File: src/dshd_pkg.sv
package dshd_pkg;

  // Command codes on the action field
  typedef enum logic [1:0] {
    ACT_TICK = 2'd0,
    ACT_TURN = 2'd1,
    ACT_LINE = 2'd2
  } action_t;

  // Configuration register indexes
  typedef logic [0:0] cfg_idx_t;
  localparam cfg_idx_t REG_TURN_SCALE = 1'b0;
  localparam cfg_idx_t REG_LINE_SCALE = 1'b1;

  localparam int unsigned CFG_W  = 16;
  localparam int unsigned DEG_W  = 10;
  localparam int unsigned ADV_W  = 16;
  localparam int unsigned COIL_W = 4;
  localparam int unsigned PROD_W = 32;

  localparam logic [CFG_W-1:0] TURN_SCALE_RST = 16'd1024;
  localparam logic [CFG_W-1:0] LINE_SCALE_RST = 16'd1024;

  // floor(p / 90) == (p * RECIP_90) >> RECIP_SHIFT, exact for p < 2^28
  localparam int unsigned RECIP_W     = 26;
  localparam int unsigned RECIP_SHIFT = 32;
  localparam int unsigned TURN_PROD_W = 25;
  localparam logic [RECIP_W-1:0] RECIP_90 = 26'd47721859;

  // Q8.8 advance: drop the fraction bits
  localparam int unsigned FRAC_BITS = 8;
  localparam int unsigned QUOT_W    = PROD_W - FRAC_BITS;

  // Coil patterns of the eight half steps
  localparam logic [COIL_W-1:0] COIL_A  = 4'b0001;
  localparam logic [COIL_W-1:0] COIL_AB = 4'b0011;
  localparam logic [COIL_W-1:0] COIL_B  = 4'b0010;
  localparam logic [COIL_W-1:0] COIL_BC = 4'b0110;
  localparam logic [COIL_W-1:0] COIL_C  = 4'b0100;
  localparam logic [COIL_W-1:0] COIL_CD = 4'b1100;
  localparam logic [COIL_W-1:0] COIL_D  = 4'b1000;
  localparam logic [COIL_W-1:0] COIL_DA = 4'b1001;
  localparam logic [COIL_W-1:0] COIL_OFF = 4'b0000;

  function automatic logic [COIL_W-1:0] half_step(input logic [2:0] phase);
    logic [COIL_W-1:0] pat;
    unique case (phase)
      3'd0: pat = COIL_A;
      3'd1: pat = COIL_AB;
      3'd2: pat = COIL_B;
      3'd3: pat = COIL_BC;
      3'd4: pat = COIL_C;
      3'd5: pat = COIL_CD;
      3'd6: pat = COIL_D;
      3'd7: pat = COIL_DA;
      default: pat = COIL_OFF;
    endcase
    return pat;
  endfunction

endpackage

File: src/dshd_if.sv
interface dshd_in_if;
  logic        valid;
  logic        ready;
  logic [1:0]  action;
  logic signed [dshd_pkg::DEG_W-1:0] degrees;
  logic signed [dshd_pkg::ADV_W-1:0] advance;
  logic        cancel;
  logic        executing;

  modport source(output valid, action, degrees, advance, cancel, executing, input ready);
  modport sink(input valid, action, degrees, advance, cancel, executing, output ready);
endinterface

interface dshd_out_if;
  logic        valid;
  logic        ready;
  logic [dshd_pkg::COIL_W-1:0] left_coils;
  logic [dshd_pkg::COIL_W-1:0] right_coils;
  logic        move_done;
  logic        busy_res;

  modport source(output valid, left_coils, right_coils, move_done, busy_res, input ready);
  modport sink(input valid, left_coils, right_coils, move_done, busy_res, output ready);
endinterface

File: src/dual_stepper_halfstep_driver_core.sv
// Dual half-step stepper driver. Two 4-coil motors are stepped through the
// eight-phase order 0001, 0011, 0010, 0110, 0100, 1100, 1000, 1001. A turn
// item loads both signed counts with trunc(-turn_scale*degrees/90); a straight
// item loads right with trunc(line_scale*advance/256) (advance is Q8.8) and
// left with its negation, both saturated to COUNT_BITS. A tick item with
// executing set steps each motor whose count is non-zero (latch pattern, move
// phase, count toward zero); cancel then zeroes both counts. A tick that finds
// both counts zero switches the coils off and flags move_done. Every item
// gives exactly one result. Rate: one item per clock while out_ch takes
// results. The accepting edge loads the input register; the 16x16 product
// stage, the reciprocal-multiply (divide by 90) and saturate stage, and the
// state/result register follow in that order up to out_ch. Stalls on out_ch
// back up stage by stage; empty stages keep taking items. turn_scale and
// line_scale are written through cfg_we/cfg_idx/cfg_data; the user must do
// so only while no item is in flight, which the block does not enforce.
// They reset to 1024. Counts reset to 8, phases and coils to 0.
module dual_stepper_halfstep_driver_core #(
  parameter int unsigned COUNT_BITS = 32  // signed step count width, 16..32
) (
  input  logic                      clk,
  input  logic                      rst,
  dshd_in_if.sink                   in_ch,
  dshd_out_if.source                out_ch,
  input  logic                      cfg_we,
  input  dshd_pkg::cfg_idx_t        cfg_idx,
  input  logic [dshd_pkg::CFG_W-1:0] cfg_data
);

  localparam int unsigned LIM_W = dshd_pkg::PROD_W + 1;
  // magnitude of the most negative count
  localparam logic [LIM_W-1:0] LIM = LIM_W'(1) << (COUNT_BITS - 1);
  localparam logic signed [COUNT_BITS-1:0] CMIN = {1'b1, {(COUNT_BITS-1){1'b0}}};
  localparam logic signed [COUNT_BITS-1:0] CMAX = ~CMIN;
  localparam logic signed [COUNT_BITS-1:0] ONE  = COUNT_BITS'(1);
  localparam logic signed [COUNT_BITS-1:0] CNT_RST = COUNT_BITS'(8);

  // config registers
  logic [dshd_pkg::CFG_W-1:0] turn_scale;
  logic [dshd_pkg::CFG_W-1:0] line_scale;

  always_ff @(posedge clk) begin
    if (rst) begin
      turn_scale <= dshd_pkg::TURN_SCALE_RST;
      line_scale <= dshd_pkg::LINE_SCALE_RST;
    end else if (cfg_we) begin
      if (cfg_idx == dshd_pkg::REG_TURN_SCALE) turn_scale <= cfg_data;
      if (cfg_idx == dshd_pkg::REG_LINE_SCALE) line_scale <= cfg_data;
    end
  end

  // pipeline flow control: a stage takes a new item when empty or draining
  logic v1, v2, v3, ov;
  logic out_free, free3, free2, free1, adv3;

  assign out_free = !ov || out_ch.ready;
  assign free3    = !v3 || out_free;
  assign free2    = !v2 || free3;
  assign free1    = !v1 || free2;
  assign adv3     = v3 && out_free;
  assign in_ch.ready = free1;

  // stage 1: input register
  logic [1:0] s1_action;
  logic signed [dshd_pkg::DEG_W-1:0] s1_degrees;
  logic signed [dshd_pkg::ADV_W-1:0] s1_advance;
  logic s1_cancel, s1_exec;

  always_ff @(posedge clk) begin
    if (rst) begin
      v1 <= 1'b0;
    end else if (free1) begin
      v1 <= in_ch.valid;
    end
  end

  always_ff @(posedge clk) begin
    if (free1 && in_ch.valid) begin
      s1_action  <= in_ch.action;
      s1_degrees <= in_ch.degrees;
      s1_advance <= in_ch.advance;
      s1_cancel  <= in_ch.cancel;
      s1_exec    <= in_ch.executing;
    end
  end

  // stage 1 -> 2: magnitude product, sign kept aside
  logic [dshd_pkg::DEG_W-1:0]  deg_mag;
  logic [dshd_pkg::ADV_W-1:0]  adv_mag;
  logic [dshd_pkg::CFG_W-1:0]  mul_a;
  logic [dshd_pkg::ADV_W-1:0]  mul_b;
  logic [dshd_pkg::PROD_W-1:0] prod;
  logic                        is_turn1, neg1;

  always_comb begin
    is_turn1 = (s1_action == dshd_pkg::ACT_TURN);
    deg_mag  = s1_degrees[dshd_pkg::DEG_W-1] ? -s1_degrees : s1_degrees;
    adv_mag  = s1_advance[dshd_pkg::ADV_W-1] ? -s1_advance : s1_advance;
    mul_a    = is_turn1 ? turn_scale : line_scale;
    mul_b    = is_turn1 ? dshd_pkg::ADV_W'(deg_mag) : adv_mag;
    prod     = dshd_pkg::PROD_W'(mul_a) * dshd_pkg::PROD_W'(mul_b);
    // turn count runs opposite to the angle
    neg1     = is_turn1 ? !s1_degrees[dshd_pkg::DEG_W-1] : s1_advance[dshd_pkg::ADV_W-1];
  end

  logic [1:0] s2_action;
  logic [dshd_pkg::PROD_W-1:0] s2_prod;
  logic s2_neg, s2_cancel, s2_exec;

  always_ff @(posedge clk) begin
    if (rst) begin
      v2 <= 1'b0;
    end else if (free2) begin
      v2 <= v1;
    end
  end

  always_ff @(posedge clk) begin
    if (free2 && v1) begin
      s2_action <= s1_action;
      s2_prod   <= prod;
      s2_neg    <= neg1;
      s2_cancel <= s1_cancel;
      s2_exec   <= s1_exec;
    end
  end

  // stage 2 -> 3: divide (reciprocal or shift), apply sign, saturate
  localparam int unsigned RP_W = dshd_pkg::RECIP_W * 2;
  logic [RP_W-1:0]                rp;
  logic [dshd_pkg::QUOT_W-1:0]    quot;
  logic [LIM_W-1:0]               q_ext;
  logic signed [COUNT_BITS-1:0]   r_val, l_val;

  always_comb begin
    rp = RP_W'(s2_prod[dshd_pkg::TURN_PROD_W-1:0]) * RP_W'(dshd_pkg::RECIP_90);
    if (s2_action == dshd_pkg::ACT_TURN) begin
      quot = dshd_pkg::QUOT_W'(rp[RP_W-1:dshd_pkg::RECIP_SHIFT]);
    end else begin
      quot = s2_prod[dshd_pkg::PROD_W-1:dshd_pkg::FRAC_BITS];
    end
    q_ext = LIM_W'(quot);
    if (s2_neg) begin
      r_val = (q_ext > LIM) ? CMIN : COUNT_BITS'(-q_ext);
    end else begin
      r_val = (q_ext >= LIM) ? CMAX : COUNT_BITS'(q_ext);
    end
    if (s2_action == dshd_pkg::ACT_TURN) begin
      l_val = r_val;
    end else begin
      l_val = (r_val == CMIN) ? CMAX : -r_val;
    end
  end

  logic [1:0] s3_action;
  logic signed [COUNT_BITS-1:0] s3_left, s3_right;
  logic s3_cancel, s3_exec;

  always_ff @(posedge clk) begin
    if (rst) begin
      v3 <= 1'b0;
    end else if (free3) begin
      v3 <= v2;
    end
  end

  always_ff @(posedge clk) begin
    if (free3 && v2) begin
      s3_action <= s2_action;
      s3_left   <= l_val;
      s3_right  <= r_val;
      s3_cancel <= s2_cancel;
      s3_exec   <= s2_exec;
    end
  end

  // stage 3: motor state update, in item order
  logic signed [COUNT_BITS-1:0] left_count, right_count;
  logic signed [COUNT_BITS-1:0] left_count_next, right_count_next;
  logic [2:0] left_phase, right_phase, left_phase_next, right_phase_next;
  logic [dshd_pkg::COIL_W-1:0] left_drive, right_drive;
  logic [dshd_pkg::COIL_W-1:0] left_drive_next, right_drive_next;
  logic done_next;

  always_comb begin
    left_count_next  = left_count;
    right_count_next = right_count;
    left_phase_next  = left_phase;
    right_phase_next = right_phase;
    left_drive_next  = left_drive;
    right_drive_next = right_drive;
    done_next        = 1'b0;
    priority if (s3_action == dshd_pkg::ACT_TURN || s3_action == dshd_pkg::ACT_LINE) begin
      left_count_next  = s3_left;
      right_count_next = s3_right;
    end else if (s3_action == dshd_pkg::ACT_TICK && s3_exec) begin
      if (left_count == '0 && right_count == '0) begin
        left_drive_next  = dshd_pkg::COIL_OFF;
        right_drive_next = dshd_pkg::COIL_OFF;
        done_next        = 1'b1;
      end else begin
        if (left_count != '0) begin
          left_drive_next = dshd_pkg::half_step(left_phase);
          if (!left_count[COUNT_BITS-1]) begin
            left_phase_next = left_phase + 3'd1;
            left_count_next = left_count - ONE;
          end else begin
            left_phase_next = left_phase - 3'd1;
            left_count_next = left_count + ONE;
          end
        end
        if (right_count != '0) begin
          right_drive_next = dshd_pkg::half_step(right_phase);
          if (!right_count[COUNT_BITS-1]) begin
            right_phase_next = right_phase + 3'd1;
            right_count_next = right_count - ONE;
          end else begin
            right_phase_next = right_phase - 3'd1;
            right_count_next = right_count + ONE;
          end
        end
        if (s3_cancel) begin
          left_count_next  = '0;
          right_count_next = '0;
        end
      end
    end else begin
      // unknown action or disabled tick: no change
      done_next = 1'b0;
    end
  end

  always_ff @(posedge clk) begin
    if (rst) begin
      left_count  <= CNT_RST;
      right_count <= CNT_RST;
      left_phase  <= 3'd0;
      right_phase <= 3'd0;
      left_drive  <= dshd_pkg::COIL_OFF;
      right_drive <= dshd_pkg::COIL_OFF;
    end else if (adv3) begin
      left_count  <= left_count_next;
      right_count <= right_count_next;
      left_phase  <= left_phase_next;
      right_phase <= right_phase_next;
      left_drive  <= left_drive_next;
      right_drive <= right_drive_next;
    end
  end

  // result register
  logic [dshd_pkg::COIL_W-1:0] o_left, o_right;
  logic o_done, o_busy;

  always_ff @(posedge clk) begin
    if (rst) begin
      ov <= 1'b0;
    end else if (out_free) begin
      ov <= v3;
    end
  end

  always_ff @(posedge clk) begin
    if (adv3) begin
      o_left  <= left_drive_next;
      o_right <= right_drive_next;
      o_done  <= done_next;
      o_busy  <= (left_count_next != '0) || (right_count_next != '0);
    end
  end

  assign out_ch.valid       = ov;
  assign out_ch.left_coils  = o_left;
  assign out_ch.right_coils = o_right;
  assign out_ch.move_done   = o_done;
  assign out_ch.busy_res    = o_busy;

endmodule

File: src/flat_wrapper.sv
// flat-port wrapper written by rule: the top's interface ports become plain ports
module dual_stepper_halfstep_driver_core_flat 
#(
  parameter int unsigned COUNT_BITS = 32                                    
)
  (clk, rst, cfg_we, cfg_idx, cfg_data, in_ch_valid, in_ch_action, in_ch_degrees, in_ch_advance, in_ch_cancel, in_ch_executing, in_ch_ready, out_ch_valid, out_ch_left_coils, out_ch_right_coils, out_ch_move_done, out_ch_busy_res, out_ch_ready);
  dshd_in_if in_ch_i ();
  dshd_out_if out_ch_i ();
  input  logic clk;
  input  logic rst;
  input  logic cfg_we;
  input  dshd_pkg::cfg_idx_t cfg_idx;
  input  logic [dshd_pkg::CFG_W-1:0] cfg_data;
  input wire logic [$bits(in_ch_i.valid)-1:0] in_ch_valid;
  input wire logic [$bits(in_ch_i.action)-1:0] in_ch_action;
  input wire logic [$bits(in_ch_i.degrees)-1:0] in_ch_degrees;
  input wire logic [$bits(in_ch_i.advance)-1:0] in_ch_advance;
  input wire logic [$bits(in_ch_i.cancel)-1:0] in_ch_cancel;
  input wire logic [$bits(in_ch_i.executing)-1:0] in_ch_executing;
  output wire logic [$bits(in_ch_i.ready)-1:0] in_ch_ready;
  output wire logic [$bits(out_ch_i.valid)-1:0] out_ch_valid;
  output wire logic [$bits(out_ch_i.left_coils)-1:0] out_ch_left_coils;
  output wire logic [$bits(out_ch_i.right_coils)-1:0] out_ch_right_coils;
  output wire logic [$bits(out_ch_i.move_done)-1:0] out_ch_move_done;
  output wire logic [$bits(out_ch_i.busy_res)-1:0] out_ch_busy_res;
  input wire logic [$bits(out_ch_i.ready)-1:0] out_ch_ready;
  assign in_ch_i.valid = in_ch_valid;
  assign in_ch_i.action = in_ch_action;
  assign in_ch_i.degrees = in_ch_degrees;
  assign in_ch_i.advance = in_ch_advance;
  assign in_ch_i.cancel = in_ch_cancel;
  assign in_ch_i.executing = in_ch_executing;
  assign in_ch_ready = in_ch_i.ready;
  assign out_ch_valid = out_ch_i.valid;
  assign out_ch_left_coils = out_ch_i.left_coils;
  assign out_ch_right_coils = out_ch_i.right_coils;
  assign out_ch_move_done = out_ch_i.move_done;
  assign out_ch_busy_res = out_ch_i.busy_res;
  assign out_ch_i.ready = out_ch_ready;
  dual_stepper_halfstep_driver_core #(.COUNT_BITS(COUNT_BITS)) u_core (.clk(clk), .rst(rst), .in_ch(in_ch_i), .out_ch(out_ch_i), .cfg_we(cfg_we), .cfg_idx(cfg_idx), .cfg_data(cfg_data));
endmodule
File: config.mk
export PLATFORM = sky130hd
export DESIGN_NAME = dual_stepper_halfstep_driver_core_flat
export DESIGN_NICKNAME = d
export VERILOG_FILES = /design/src/dshd_pkg.sv /design/src/dshd_if.sv /design/src/dual_stepper_halfstep_driver_core.sv /design/src/flat_wrapper.sv
export SDC_FILE = /design/constraint.sdc
export NUM_CORES = 2
export LEC_CHECK = 0
export ABC_AREA = 1
export BUFFER_PORTS_ARGS = -buffer_cell sky130_fd_sc_hd__buf_4
export CORE_MARGIN = 3
export CORE_UTILIZATION = 44
export CTS_BUF_LIST = sky130_fd_sc_hd__clkbuf_8
export DETAILED_ROUTE_END_ITERATION = 12
export PLACE_DENSITY = 0.69
export SLEW_MARGIN = 20
export SYNTH_ARGS = -nofsm -noshare
export SYNTH_HDL_FRONTEND = slang
export SYNTH_SLANG_ARGS = --single-unit
File: constraint.sdc
create_clock -name clk -period 10.4 [get_ports clk]
set_clock_uncertainty 0.1 [all_clocks]
set_input_delay 0.52 -clock clk [delete_from_list [all_inputs] [get_ports clk]]
set_output_delay 0.52 -clock clk [all_outputs]
set_load 0.03 [all_outputs]
==> impl_metrics.toml <==
[floorplanning]
fp.coreArea_sq_mm = 0.0807
dieArea_sq_mm = 0.0851
pin_count = 64
die_h_microns = 292
initial_core_util = 0.445
chipWidth_microns = 292
num_rows = 104

[clock_tree]
h-tree-depth = 2
cts_tree = "done"
cts_buffer_depth = 3
root_buffer = "clkbuf_8"
holdBufCountCts = 32
insertion_delay_ns = 0.65
cts_sinks = 267
cts_resized = 0
clkTransAtPathRegs_ns = 0.07
post-cts-setup-buffers = 0
numCtsBuffers = 45

[setup_path]
r2r_slack_ns = 1.57
startpoint_type = "flop"
critPathRequiredTime_ns = 10.67
critical_path_class = "reg2reg"
crit_fanout = 27
crit_top_cell = "fa_1"
crit_path_top_delay_cell = "o21ai_1"
slowest_delay_ns = 0.66
cp.arrival_ns = 9.10
cp-end-kind = "flop"

[sta]
slew_headroom = 0.268
setup_ws_ns = 1.57
slew_violations = 0
period_needed_ns = 8.83
final_hold_viol_count = 0
setup_tns_ns = 0
setup_viol = 0
tightestPinTransition_ns = 1.09
final.period_utilization = 0.849
rsz0062_at_grt = "no"
fmax_ghz = 0.113

[drt]
vias = 31224
ant_nets = 0
drtIter0Drc = 2558
routed_wl_microns = 104000
drt_first_pass_iters = 6
avgViaCountPerCell = 5.23
wl_per_cell_microns = 17.3
drc = 0

[placement]
dp_hpwl_microns = 84100
gp_congestion = 0.957
pre_cts_slack_ns = 1.70
placedCellCount = 5858
port_buffers = 63

[yosys]
syn_area_per_cell_sq_um = 7.47
synth.most_common_cell = "inv_1"
ys_seq_elements = 267
ys_types = 56
syn_inst = 4809
ys.flop_type = "edfxtp_1"
synth-async-reset-ratio = 0
synth_common_cells = "inv_1 (1076), nand2_1 (1066), ha_1 (401)"
yosys.area.top_type_share = 0.207
yosys_warnings = 0
netlist_area_sq_mm = 0.0359
synth_seq_area_share = 0.189
ys_top_cells_by_area = "fa_1 (21%), ha_1 (14%), edfxtp_1 (12%)"
yosys.area.top_type = "fa_1"
synthesis.nets = 5633
synth_enable_flop_cells = 145

[global_route]
grt_max_degree = 75
grt_pass1_vias = 30818
antenna_found_initial = 1
globalRouteOverflowTotal = 0
grt_usage = 0.242
grt_pass1_wl_microns = 165000

[cells_and_area]
fill_cells = 8012
final_nets = 5701
fin_cells = 5975
drive_gt1_frac = 0.0657
final_core_util = 0.482
areaGrowthSynthToFinish_pct = 8.21

[flow_run]
maxCapViolations = 0

[hold_path]
hold_path_class = "in2reg"

[run_status]
status = "complete, no violations"
[worst max-delay path: cells and delay by family, from the launching register on]
| kind | cells | cell delay [ns] |
|---|---|---|
| adder cells (fa/ha/maj) | 7 | 3.11 |
| AO/OA/AOI/OAI | 7 | 2.05 |
| buffers and inverters | 6 | 1.74 |
| AND/OR/NAND/NOR | 5 | 1.02 |
| flip-flops | 1 | 0.39 |
| XOR/XNOR | 1 | 0.13 |
[layout by cell type, fill, tap and decap left out, types with 20 or more instances in the layout]
cell type,synthesis,layout
a21oi_1,258,258
buf_4,0,97
clkbuf_8,0,52
dfxtp_1,122,122
dlygate4sd3_1,0,32
edfxtp_1,145,145
fa_1,371,371
ha_1,401,400
inv_1,1076,1086
inv_2,26,28
nand2_1,1066,1066
nand2_2,37,37
nand3_1,192,192
nand4_1,49,49
nor2_1,353,350
nor2_2,30,31
nor3_1,34,33
o211ai_1,29,29
o21ai_0,234,233
or2_2,20,20
xnor2_1,28,28
xor2_1,63,63
[registers in the layout (all words and copies together), names as in the netlist, 3 cells and up, named ones only]
register / count
u_core.s2_prod: 32
u_core.s1_degrees: 10
u_core.right_phase: 3
u_core.out_ch.right_coils: 4
u_core.right_count: 32
u_core.s3_left: 32
u_core.line_scale: 16
u_core.s1_advance: 16
u_core.turn_scale: 16
u_core.right_drive: 4
u_core.left_drive: 4
u_core.s3_right: 32
u_core.left_count: 32
u_core.out_ch.left_coils: 4
u_core.left_phase: 3
[metrics by stage]
stage | hold WS, ns | instance area, sq um
4_1_cts | 0.00385 | 38900
3_5_place_dp | 0.305 | 37600
2_1_floorplan | 0.300 | 35900
3_3_place_gp | 0.306 | 37600
6_report | 0.0451 | 38900
5_1_grt | 0.0224 | 38900
[final timing paths]
check                      startpoint                    end  cells after the start
setup / recovery  u_core.s1_action[1]     u_core.s2_prod[30]                     26
hold / removal           cfg_data[11]  u_core.line_scale[11]                      3
setup reg to reg  u_core.s1_action[1]     u_core.s2_prod[30]                     26
hold reg to reg        u_core.s2_exec         u_core.s3_exec                      0
[cell families (layout without fill, tap and decap cells)]
| group | count (synthesis) | after routing | share of synthesized area |
|---|---|---|---|
| flops | 267 | 267 | 0.189 |
| other cells | 0 | 1 | 0 |
| fa+ha+maj | 772 | 772 | 0.346 |
| buf+inv | 1219 | 1324 | 0.128 |
| compound gates | 622 | 622 | 0.0964 |
| xor+xnor | 93 | 93 | 0.0234 |
| simple gates | 1835 | 1835 | 0.217 |
| mux | 1 | 1 | 0.000313 |
[cell type report]
class                           count  area, sq um  area share
Antenna cell                        1         2.50   0.0000644
Clock buffer                       52          716      0.0184
Sequential cell                   267         6800       0.175
Multi-Input combinational cell   3323        24600       0.632
Timing Repair Buffer              129         1050      0.0270
Tap cell                         1060         1330      0.0341
Clock inverter                     32          239     0.00615
Inverter                         1111         4170       0.107
[per-layer routing]
metal  share of wire  vias to the layer above  global-route usage
met5               0                        -                   0
met4           0.033                        0              0.0799
met3           0.067                      183              0.0337
met2            0.47                     1064               0.402
met1            0.43                    14840               0.326
li1                -                    15137                   -
Power is left out: the tool's default activity adds up to more than one toggle a clock period on the data nets, which glitch-free logic cannot reach.
